--- src/rtl/core/tsa_pkg.sv ---
// Package: constants, types and helpers shared by the slot allocator modules.
package tsa_pkg;

    localparam int PRIMARY_SLOTS = 8;
    localparam int QUEUE_SLOTS   = 8;
    localparam int COORD_BITS    = 16;
    localparam int ID_BITS       = 16;
    localparam int TIER_DEPTH    = 16;
    localparam int NUM_CELLS     = PRIMARY_SLOTS + QUEUE_SLOTS;
    localparam int CELL_IDX_BITS = $clog2(NUM_CELLS + 1);
    localparam int SLOT_SEL_BITS = $clog2(NUM_CELLS);
    localparam int DIST_BITS     = 2 * COORD_BITS + 1;
    localparam int IN_BITS       = 3 + 1 + 4 + 16 + 16 + 16;
    localparam int IN_BYTES_BITS = ((IN_BITS + 7) / 8) * 8;
    localparam int OUT_BITS      = 1 + 1 + 4 + 16 + 16;
    localparam int OUT_BYTES_BITS = ((OUT_BITS + 7) / 8) * 8;

    typedef logic [2:0] cmd_t;
    localparam cmd_t CMD_LOAD    = 3'd0;
    localparam cmd_t CMD_FINISH  = 3'd1;
    localparam cmd_t CMD_RESERVE = 3'd2;
    localparam cmd_t CMD_PROMOTE = 3'd3;
    localparam cmd_t CMD_RELEASE = 3'd4;
    localparam cmd_t CMD_REL_ENT = 3'd5;
    localparam cmd_t CMD_READ    = 3'd6;

    typedef enum logic [2:0] {
        ST_IDLE,
        ST_FREE,
        ST_SCAN,
        ST_DECIDE,
        ST_OUT
    } state_t;

    // Broadcast from the controller to every cell.
    typedef struct packed {
        logic                  wr_pos;     // load position, free slot
        logic                  free_ent;   // free slots owned by id
        logic                  claim;      // mark taken, set owner
        logic                  unclaim;    // free this slot
        logic [SLOT_SEL_BITS-1:0] sel;     // addressed cell
        logic [ID_BITS-1:0]    id;
        logic [COORD_BITS-1:0] px;
        logic [COORD_BITS-1:0] py;
    } cell_ctl_t;

    // Running best-candidate token handed from cell to cell.
    typedef struct packed {
        logic                  found;
        logic [SLOT_SEL_BITS-1:0] idx;
        logic [DIST_BITS-1:0]  dist_sq;
    } scan_tok_t;

    function automatic logic [COORD_BITS-1:0] abs_diff(
        input logic [COORD_BITS-1:0] a, input logic [COORD_BITS-1:0] b);
        return (a > b) ? (a - b) : (b - a);
    endfunction

endpackage

--- src/rtl/core/tsa_cell.sv ---
// One slot cell: position, taken flag, owner, and one stage of the nearest search.
module tsa_cell (
    input  logic                 aclk,
    input  logic                 aresetn,
    input  tsa_pkg::cell_ctl_t   ctl,
    input  logic [tsa_pkg::SLOT_SEL_BITS-1:0] my_idx,
    input  logic                 scan_en,
    input  logic                 scan_tier,   // tier searched this pass
    input  logic                 my_tier,
    input  tsa_pkg::scan_tok_t   tok_in,
    output tsa_pkg::scan_tok_t   tok_out,
    output logic                 taken,
    output logic [tsa_pkg::ID_BITS-1:0]    owner,
    output logic [tsa_pkg::COORD_BITS-1:0] pos_x,
    output logic [tsa_pkg::COORD_BITS-1:0] pos_y
);
    import tsa_pkg::*;

    logic [COORD_BITS-1:0] x_reg, y_reg;
    logic [ID_BITS-1:0]    owner_reg;
    logic                  taken_reg;
    scan_tok_t             tok_reg, tok_next;
    logic [COORD_BITS-1:0] dx, dy;
    logic [2*COORD_BITS-1:0] dx2, dy2;
    logic [DIST_BITS-1:0]  d;
    logic                  hit;

    assign hit = (ctl.sel == my_idx);
    assign dx  = abs_diff(x_reg, ctl.px);
    assign dy  = abs_diff(y_reg, ctl.py);
    assign dx2 = {COORD_BITS'(0), dx} * {COORD_BITS'(0), dx};
    assign dy2 = {COORD_BITS'(0), dy} * {COORD_BITS'(0), dy};
    assign d   = DIST_BITS'(dx2) + DIST_BITS'(dy2);

    always_comb begin
        tok_next = tok_in;
        if (scan_en && my_tier == scan_tier && !taken_reg &&
            (!tok_in.found || d < tok_in.dist_sq)) begin
            tok_next.found   = 1'b1;
            tok_next.idx     = my_idx;
            tok_next.dist_sq = d;
        end
    end

    always_ff @(posedge aclk) begin
        if (!aresetn) begin
            taken_reg <= 1'b0;
        end else if (ctl.wr_pos && hit) begin
            taken_reg <= 1'b0;
        end else if (ctl.claim && hit) begin
            taken_reg <= 1'b1;
        end else if (ctl.unclaim && hit) begin
            taken_reg <= 1'b0;
        end else if (ctl.free_ent && taken_reg && owner_reg == ctl.id) begin
            taken_reg <= 1'b0;
        end
        if (ctl.wr_pos && hit) begin
            x_reg <= ctl.px;
            y_reg <= ctl.py;
        end
        if (ctl.claim && hit) begin
            owner_reg <= ctl.id;
        end
        tok_reg <= tok_next;
    end

    assign tok_out = tok_reg;
    assign taken   = taken_reg;
    assign owner   = owner_reg;
    assign pos_x   = x_reg;
    assign pos_y   = y_reg;
endmodule

--- config.mk ---
export PLATFORM = sky130hd
export DESIGN_NAME = tsa_cell
export DESIGN_NICKNAME = d
export VERILOG_FILES = /design/src/rtl/core/tsa_pkg.sv /design/src/rtl/core/tsa_cell.sv
export SDC_FILE = /design/constraint.sdc
export NUM_CORES = 1
export LEC_CHECK = 0
export ABC_AREA = 1
export BUFFER_PORTS_ARGS = -buffer_cell sky130_fd_sc_hd__buf_2
export CORE_AREA = 2 2 259 261
export CTS_BUF_LIST = sky130_fd_sc_hd__clkbuf_8
export DETAILED_ROUTE_END_ITERATION = 12
export DIE_AREA = 0 0 261 263
export HOLD_SLACK_MARGIN = 0.08
export SETUP_SLACK_MARGIN = 0.1
export SYNTH_ARGS = -nofsm -noshare
export SYNTH_HDL_FRONTEND = slang
export SYNTH_SLANG_ARGS = --single-unit
--- constraint.sdc ---
create_clock -name aclk -period 14.5 [get_ports aclk]
set_input_delay 1.45 -clock aclk [delete_from_list [all_inputs] [get_ports aclk]]
set_output_delay 1.45 -clock aclk [all_outputs]
set_load 0.01 [all_outputs]
# ---- After elaboration in Yosys (flattened, before gate mapping)
# Index checks and enable logic that the tools add are counted.
dict set report classes {
  n_addsub 5
  mul 2
  n_lt_le_gt_ge 3
  eq_ne 3
  mux 6
  bitwise 1
  reduce_logical 13
}
# cell n
set ops {}
lappend ops {{16-bit by 16-bit multiplier with 32-bit output} 2}
lappend ops {{16-bit subtractor} 4}
lappend ops {{37-bit two-way mux} 1}
lappend ops {{32-bit by 32-bit adder with 33-bit output} 1}
lappend ops {{33-bit less-than comparator} 1}
lappend ops {{16-bit > comparator} 2}
lappend ops {{16-bit two-way mux} 2}
lappend ops {{16-bit == test} 1}
lappend ops {{1-bit logical AND} 8}
lappend ops {{4-bit == test} 1}
lappend ops {{1-bit two-way mux} 3}
lappend ops {{3-bit nonzero test} 1}
lappend ops {{1-bit logical NOT} 2}
lappend ops {{2-bit OR reduction} 1}
lappend ops {{1-bit == test} 1}
lappend ops {{1-bit logical OR} 1}
lappend ops {{1-bit inverter} 1}
dict set report word_totals {
  regBits 87
  input_bits 103
  output_inout_bits 87
  elab_cells 40
}

# ---- Longest topological paths before layout
dict set report depth {
  depth_word 8
  mapped_depth 59
}

# ---- Worst setup path after synthesis
# No wires, ideal clock.
dict set report synth_path {
  path_type {in2reg}
  from {input port ctl[16] in the netlist's numbering}
  to {register tok_reg (netlist bit tok_out[27])}
  setup_time_ps 121
  arrival_ps 10603
  required_ps 14379
  slack_ps 3776
  stages 51
  n_path_buf 4
  path_cell_list {ha_1 > inv_1 > fa_1 > nand2_1 > nand2_1 > a21oi_2 > o21bai_1 > nand2_1 > nand3_2 > nand2_4 > inv_2 > buf_6 > nand2_1 > nand2_1 > buf_4 > inv_2 > nand2_1 > fa_1 > [... 15 more ...] > a21oi_1 > o21bai_1 > a21oi_1 > inv_1 > nand3_1 > and2_1 > ha_1 > a21oi_1 > o21ai_0 > a21oi_1 > o21a_1 > nand3_1 > nand2_1 > nand2_1 > inv_1 > clkbuf_1 > buf_2 > o21ai_0}
}
# item line_no
set synth_lines {}
lappend synth_lines {{start: declaration} tsa_cell.sv:5} ;# input tsa_pkg::cell_ctl_t ctl,
lappend synth_lines {{end signal: assignment} tsa_cell.sv:64} ;# tok_reg <= tok_next;
lappend synth_lines {{end: declaration} tsa_cell.sv:22} ;# scan_tok_t tok_reg, tok_next;

==> insert_results.sql <==
INSERT INTO impl_metrics (metric_group, metric, value, unit) VALUES
('critical_path', 'worstPathMaxFanout', '46', ''),
('clock_network', 'cts_resized', '0', ''),
('floorplanning', 'die_area', '68600', 'µm²'),
('drt', 'viasPerCell', '4.59', ''),
('clock_network', 'clkLatencyLatePin', '0.45', 'ns'),
('layout', 'num_antenna_cells', '0', ''),
('critical_path', 'critPathLaunchType', 'input port', ''),
('sta', 'finalCritPeriodShare', '0.887', ''),
('global_routing', 'grt_first_pass_wirelength', '95.5', 'mm'),
('floorplanning', 'design.core.area', '65600', 'µm²'),
('drt', 'met3RoutedLength', '3.76', 'mm'),
('clock_network', 'cts.sinks', '87', ''),
('sta', 'final-hold-violation-count', '0', ''),
('synth', 'syn_avg_cell_area', '8.32', 'µm²'),
('drt', 'maxUsedRoutingLayer', 'met4', ''),
('drt', 'drt_first_pass_iters', '5', ''),
('sta', 'final_tns_setup', '0', 'ns'),
('clock_network', 'cts_hold_buf', '0', ''),
('sta', 'post-route-min-period', '12.87', 'ns'),
('critical_path', 'timing.critical_path.to_type', 'register', ''),
('synth', 'yosys.cell_types.count', '50', ''),
('critical_path', 'worst_r2r_path_depth', '49', ''),
('critical_path', 'regToRegStartpoint', 'pos_x[0]', ''),
('sta', 'slew_headroom', '0.362', ''),
('critical_path', 'setup.worst_path.start', 'ctl[16]', ''),
('critical_path', 'worst-r2r-setup-slack', '2.23', 'ns'),
('placement', 'placed_area', '24000', 'µm²'),
('drt', 'drt_met1_wl', '27.4', 'mm'),
('layout', 'syn2layout_area_growth', '9.01', '%'),
('drt', 'drc', '0', ''),
('sta', 'worst_margin_pin_slew', '0.957', 'ns'),
('drt', 'routed_wl_per_cell', '15.8', 'µm'),
('layout', 'layout-drive-gt1-share', '0.0966', ''),
('sta', 'finalClockSkew', '0.0247', 'ns'),
('global_routing', 'grt_max_degree', '47', ''),
('critical_path', 'end_point_of_the_critical_path', 'tok_out[1]', ''),
('critical_path', 'cp_slowest_cell', 'sky130_fd_sc_hd__fa_1', ''),
('sta', 'grt_setup_unrepaired', 'false', ''),
('critical_path', 'critical-path-max-stage-delay', '0.56', 'ns'),
('layout', 'final_core_util', '0.369', ''),
('synth', 'yosys_register_bits', '87', ''),
('floorplanning', 'chipWidth', '261', 'µm'),
('floorplanning', 'die_y', '263', 'µm'),
('placement', 'buffer_ports.inserted', '189', ''),
('placement', 'dp_hpwl', '51.8', 'mm'),
('clock_network', 'tritoncts', 'done', ''),
('clock_network', 'clockRootBuffer', 'sky130_fd_sc_hd__clkbuf_8', ''),
('floorplanning', 'start_util', '0.339', ''),
('synth', 'synth-edff-count', '48', ''),
('critical_path', 'timing.critical_path.required', '14.82', 'ns'),
('critical_path', 'type_of_the_setup_path_with_the_least_slack', 'input port to register', ''),
('drt', 'met2_length', '26.5', 'mm'),
('global_routing', 'grt.total_usage', '0.176', ''),
('sta', 'max_freq', '0.0777', 'GHz'),
('sta', 'setup_viol', '0', ''),
('clock_network', 'cts_htree_levels', '3', ''),
('global_routing', 'number_of_antenna_violations_at_the_first_check_in_global_routing', '1', ''),
('clock_network', 'post-cts-setup-buffers', '0', ''),
('global_routing', 'grt_pass1_vias', '17900', ''),
('run', 'timing.max_cap.violations', '0', ''),
('synth', 'number_of_instances_in_the_synthesized_netlist', '2673', ''),
('layout', 'largest_register_ffs', '38', ''),
('synth', 'synth.net_count', '3453', ''),
('clock_network', 'clk_pin_slew_worst_paths', '0.12', 'ns'),
('clock_network', 'clk_path_buf_depth', '2', ''),
('floorplanning', 'core.rowCount', '94', ''),
('critical_path', 'critical_path.reg2reg.endpoint', 'tok_out[1]', ''),
('synth', 'post_synth_instance_area', '22200', 'µm²'),
('synth', 'ys_warn_count', '0', ''),
('status', 'status', 'finished, final reports clean', ''),
('synth', 'yosysSeqAreaShare', '0.100', ''),
('critical_path', 'cp.arrival', '13.19', 'ns'),
('synth', 'synth_flop_cell', 'sky130_fd_sc_hd__edfxtp_1', ''),
('layout', 'final_net_count', '3610', ''),
('synth', 'asyncSetResetFlopFracSynth', '0', ''),
('placement', 'globalplace.congestion', '0.925', ''),
('global_routing', 'globalRouteOverflowTotal', '0', ''),
('drt', 'number_of_drc_markers_in_iteration_0', '1021', ''),
('drt', 'route.antenna.remaining_nets', '0', ''),
('drt', 'routed_wirelength', '58.4', 'mm'),
('min_path', 'timing.hold.worst.class', 'register to register', ''),
('floorplanning', 'top_level_ports', '190', ''),
('sta', 'finalMaxSlewViolations', '0', ''),
('layout', 'finish.instance_area', '24200', 'µm²'),
('drt', 'vias_after_detailed_routing', '17000', ''),
('clock_network', 'numCtsBuffers', '9', '');
## routing by layer
metal | vias up | GRT usage
met5 | - | 0
met1 | 8158 | 0.249
li1 | 8269 | -
met2 | 509 | 0.285
met3 | 52 | 0.0299
met4 | 0 | 0.0307
## cells in the mapped netlist, types with 4 or more instances
cell                        instances  share of area
sky130_fd_sc_hd__a21o_1            10         0.0034
sky130_fd_sc_hd__a21oi_1          113          0.025
sky130_fd_sc_hd__buf_2             23         0.0052
sky130_fd_sc_hd__buf_4              7         0.0024
sky130_fd_sc_hd__buf_6              5         0.0025
sky130_fd_sc_hd__clkbuf_1          14         0.0024
sky130_fd_sc_hd__dfxtp_1           39          0.035
sky130_fd_sc_hd__edfxtp_1          48          0.065
sky130_fd_sc_hd__fa_1             392           0.35
sky130_fd_sc_hd__ha_1             285           0.16
sky130_fd_sc_hd__inv_1            735           0.12
sky130_fd_sc_hd__inv_2             18         0.0030
sky130_fd_sc_hd__nand2_1          378          0.064
sky130_fd_sc_hd__nand2_2            5         0.0014
sky130_fd_sc_hd__nand3_1           56          0.013
sky130_fd_sc_hd__nand4_1           13         0.0037
sky130_fd_sc_hd__nor2_1           245          0.041
sky130_fd_sc_hd__nor2_2             9         0.0025
sky130_fd_sc_hd__nor3_1            20         0.0045
sky130_fd_sc_hd__nor4_1             4         0.0011
sky130_fd_sc_hd__o2111ai_1          7         0.0028
sky130_fd_sc_hd__o21a_1             4         0.0014
sky130_fd_sc_hd__o21ai_0           80          0.018
sky130_fd_sc_hd__o21ai_1            7         0.0016
sky130_fd_sc_hd__o21ai_2            5         0.0020
sky130_fd_sc_hd__o21bai_1          12         0.0041
sky130_fd_sc_hd__or2_2              5         0.0014
sky130_fd_sc_hd__xnor2_1           27          0.011
sky130_fd_sc_hd__xor2_1            65          0.026
sky130_fd_sc_hd__xor2_2             5         0.0037
## metrics by stage
| step | worst slack [ns] | instances | hold slack, ns |
|---|---|---|---|
| 3_5_place_dp | 1.21 | 3683 | 0.599 |
| 5_1_grt | 0.905 | 3699 | 0.636 |
| 3_3_place_gp | 1.33 | 3683 | 0.602 |
| 6_report | 1.63 | 3699 | 0.620 |
| 4_1_cts | 1.66 | 3699 | 0.625 |
| 2_1_floorplan | 3.78 | 2673 | 0.602 |
## cells in the final DEF, fill, tap and decap left out, types with 27 or more instances in the layout
master and instances:
sky130_fd_sc_hd__buf_2 189, sky130_fd_sc_hd__inv_1 735, sky130_fd_sc_hd__nand2_1 378, sky130_fd_sc_hd__edfxtp_1 48, sky130_fd_sc_hd__nor2_1 244, sky130_fd_sc_hd__xnor2_1 27
sky130_fd_sc_hd__dfxtp_1 39, sky130_fd_sc_hd__xor2_1 65, sky130_fd_sc_hd__a21oi_1 113, sky130_fd_sc_hd__o21ai_0 80, sky130_fd_sc_hd__ha_1 285, sky130_fd_sc_hd__fa_1 392
sky130_fd_sc_hd__nand3_1 56
## final cells by class
class / count / area [µm²]
fill: 6864 / 41400
multi-input combinational: 1783 / 16900
inverter: 753 / 2830
sequential: 87 / 2220
tap: 864 / 1080
timing repair buffer: 196 / 998
clock buffer: 9 / 124
clock inverter: 7 / 72.6
## worst min path at each step
stage / startpoint / to / slack, ns / cells past startpoint
after floorplan: taken / taken / 0.60 / 2
after global placement: taken / taken / 0.60 / 2
after detailed placement: taken / taken / 0.60 / 2
after CTS: taken / taken / 0.62 / 2
after global routing: taken / taken / 0.64 / 2
final: taken / taken / 0.62 / 2
## critical path, delay by kind of cell
| kind | cells | cell delay, ns |
|---|---|---|
| AND/OR/NAND/NOR | 15 | 2.24 |
| AO/OA/AOI/OAI | 12 | 2.19 |
| adder cells (fa/ha/maj) | 12 | 5.43 |
| buffers and inverters | 10 | 1.84 |
## logic make-up (layout without fill, tap and decap cells)
group	Yosys count	after routing	synth area share
xor+xnor	99	99	0.0424
compound gates	258	258	0.0665
flops	87	87	0.100
fa+ha+maj	677	677	0.513
buf+inv	803	965	0.140
simple gates	749	749	0.138
Power is not shown: default switching activity piles up to over one toggle a cycle in this logic, so the estimate is an artifact.
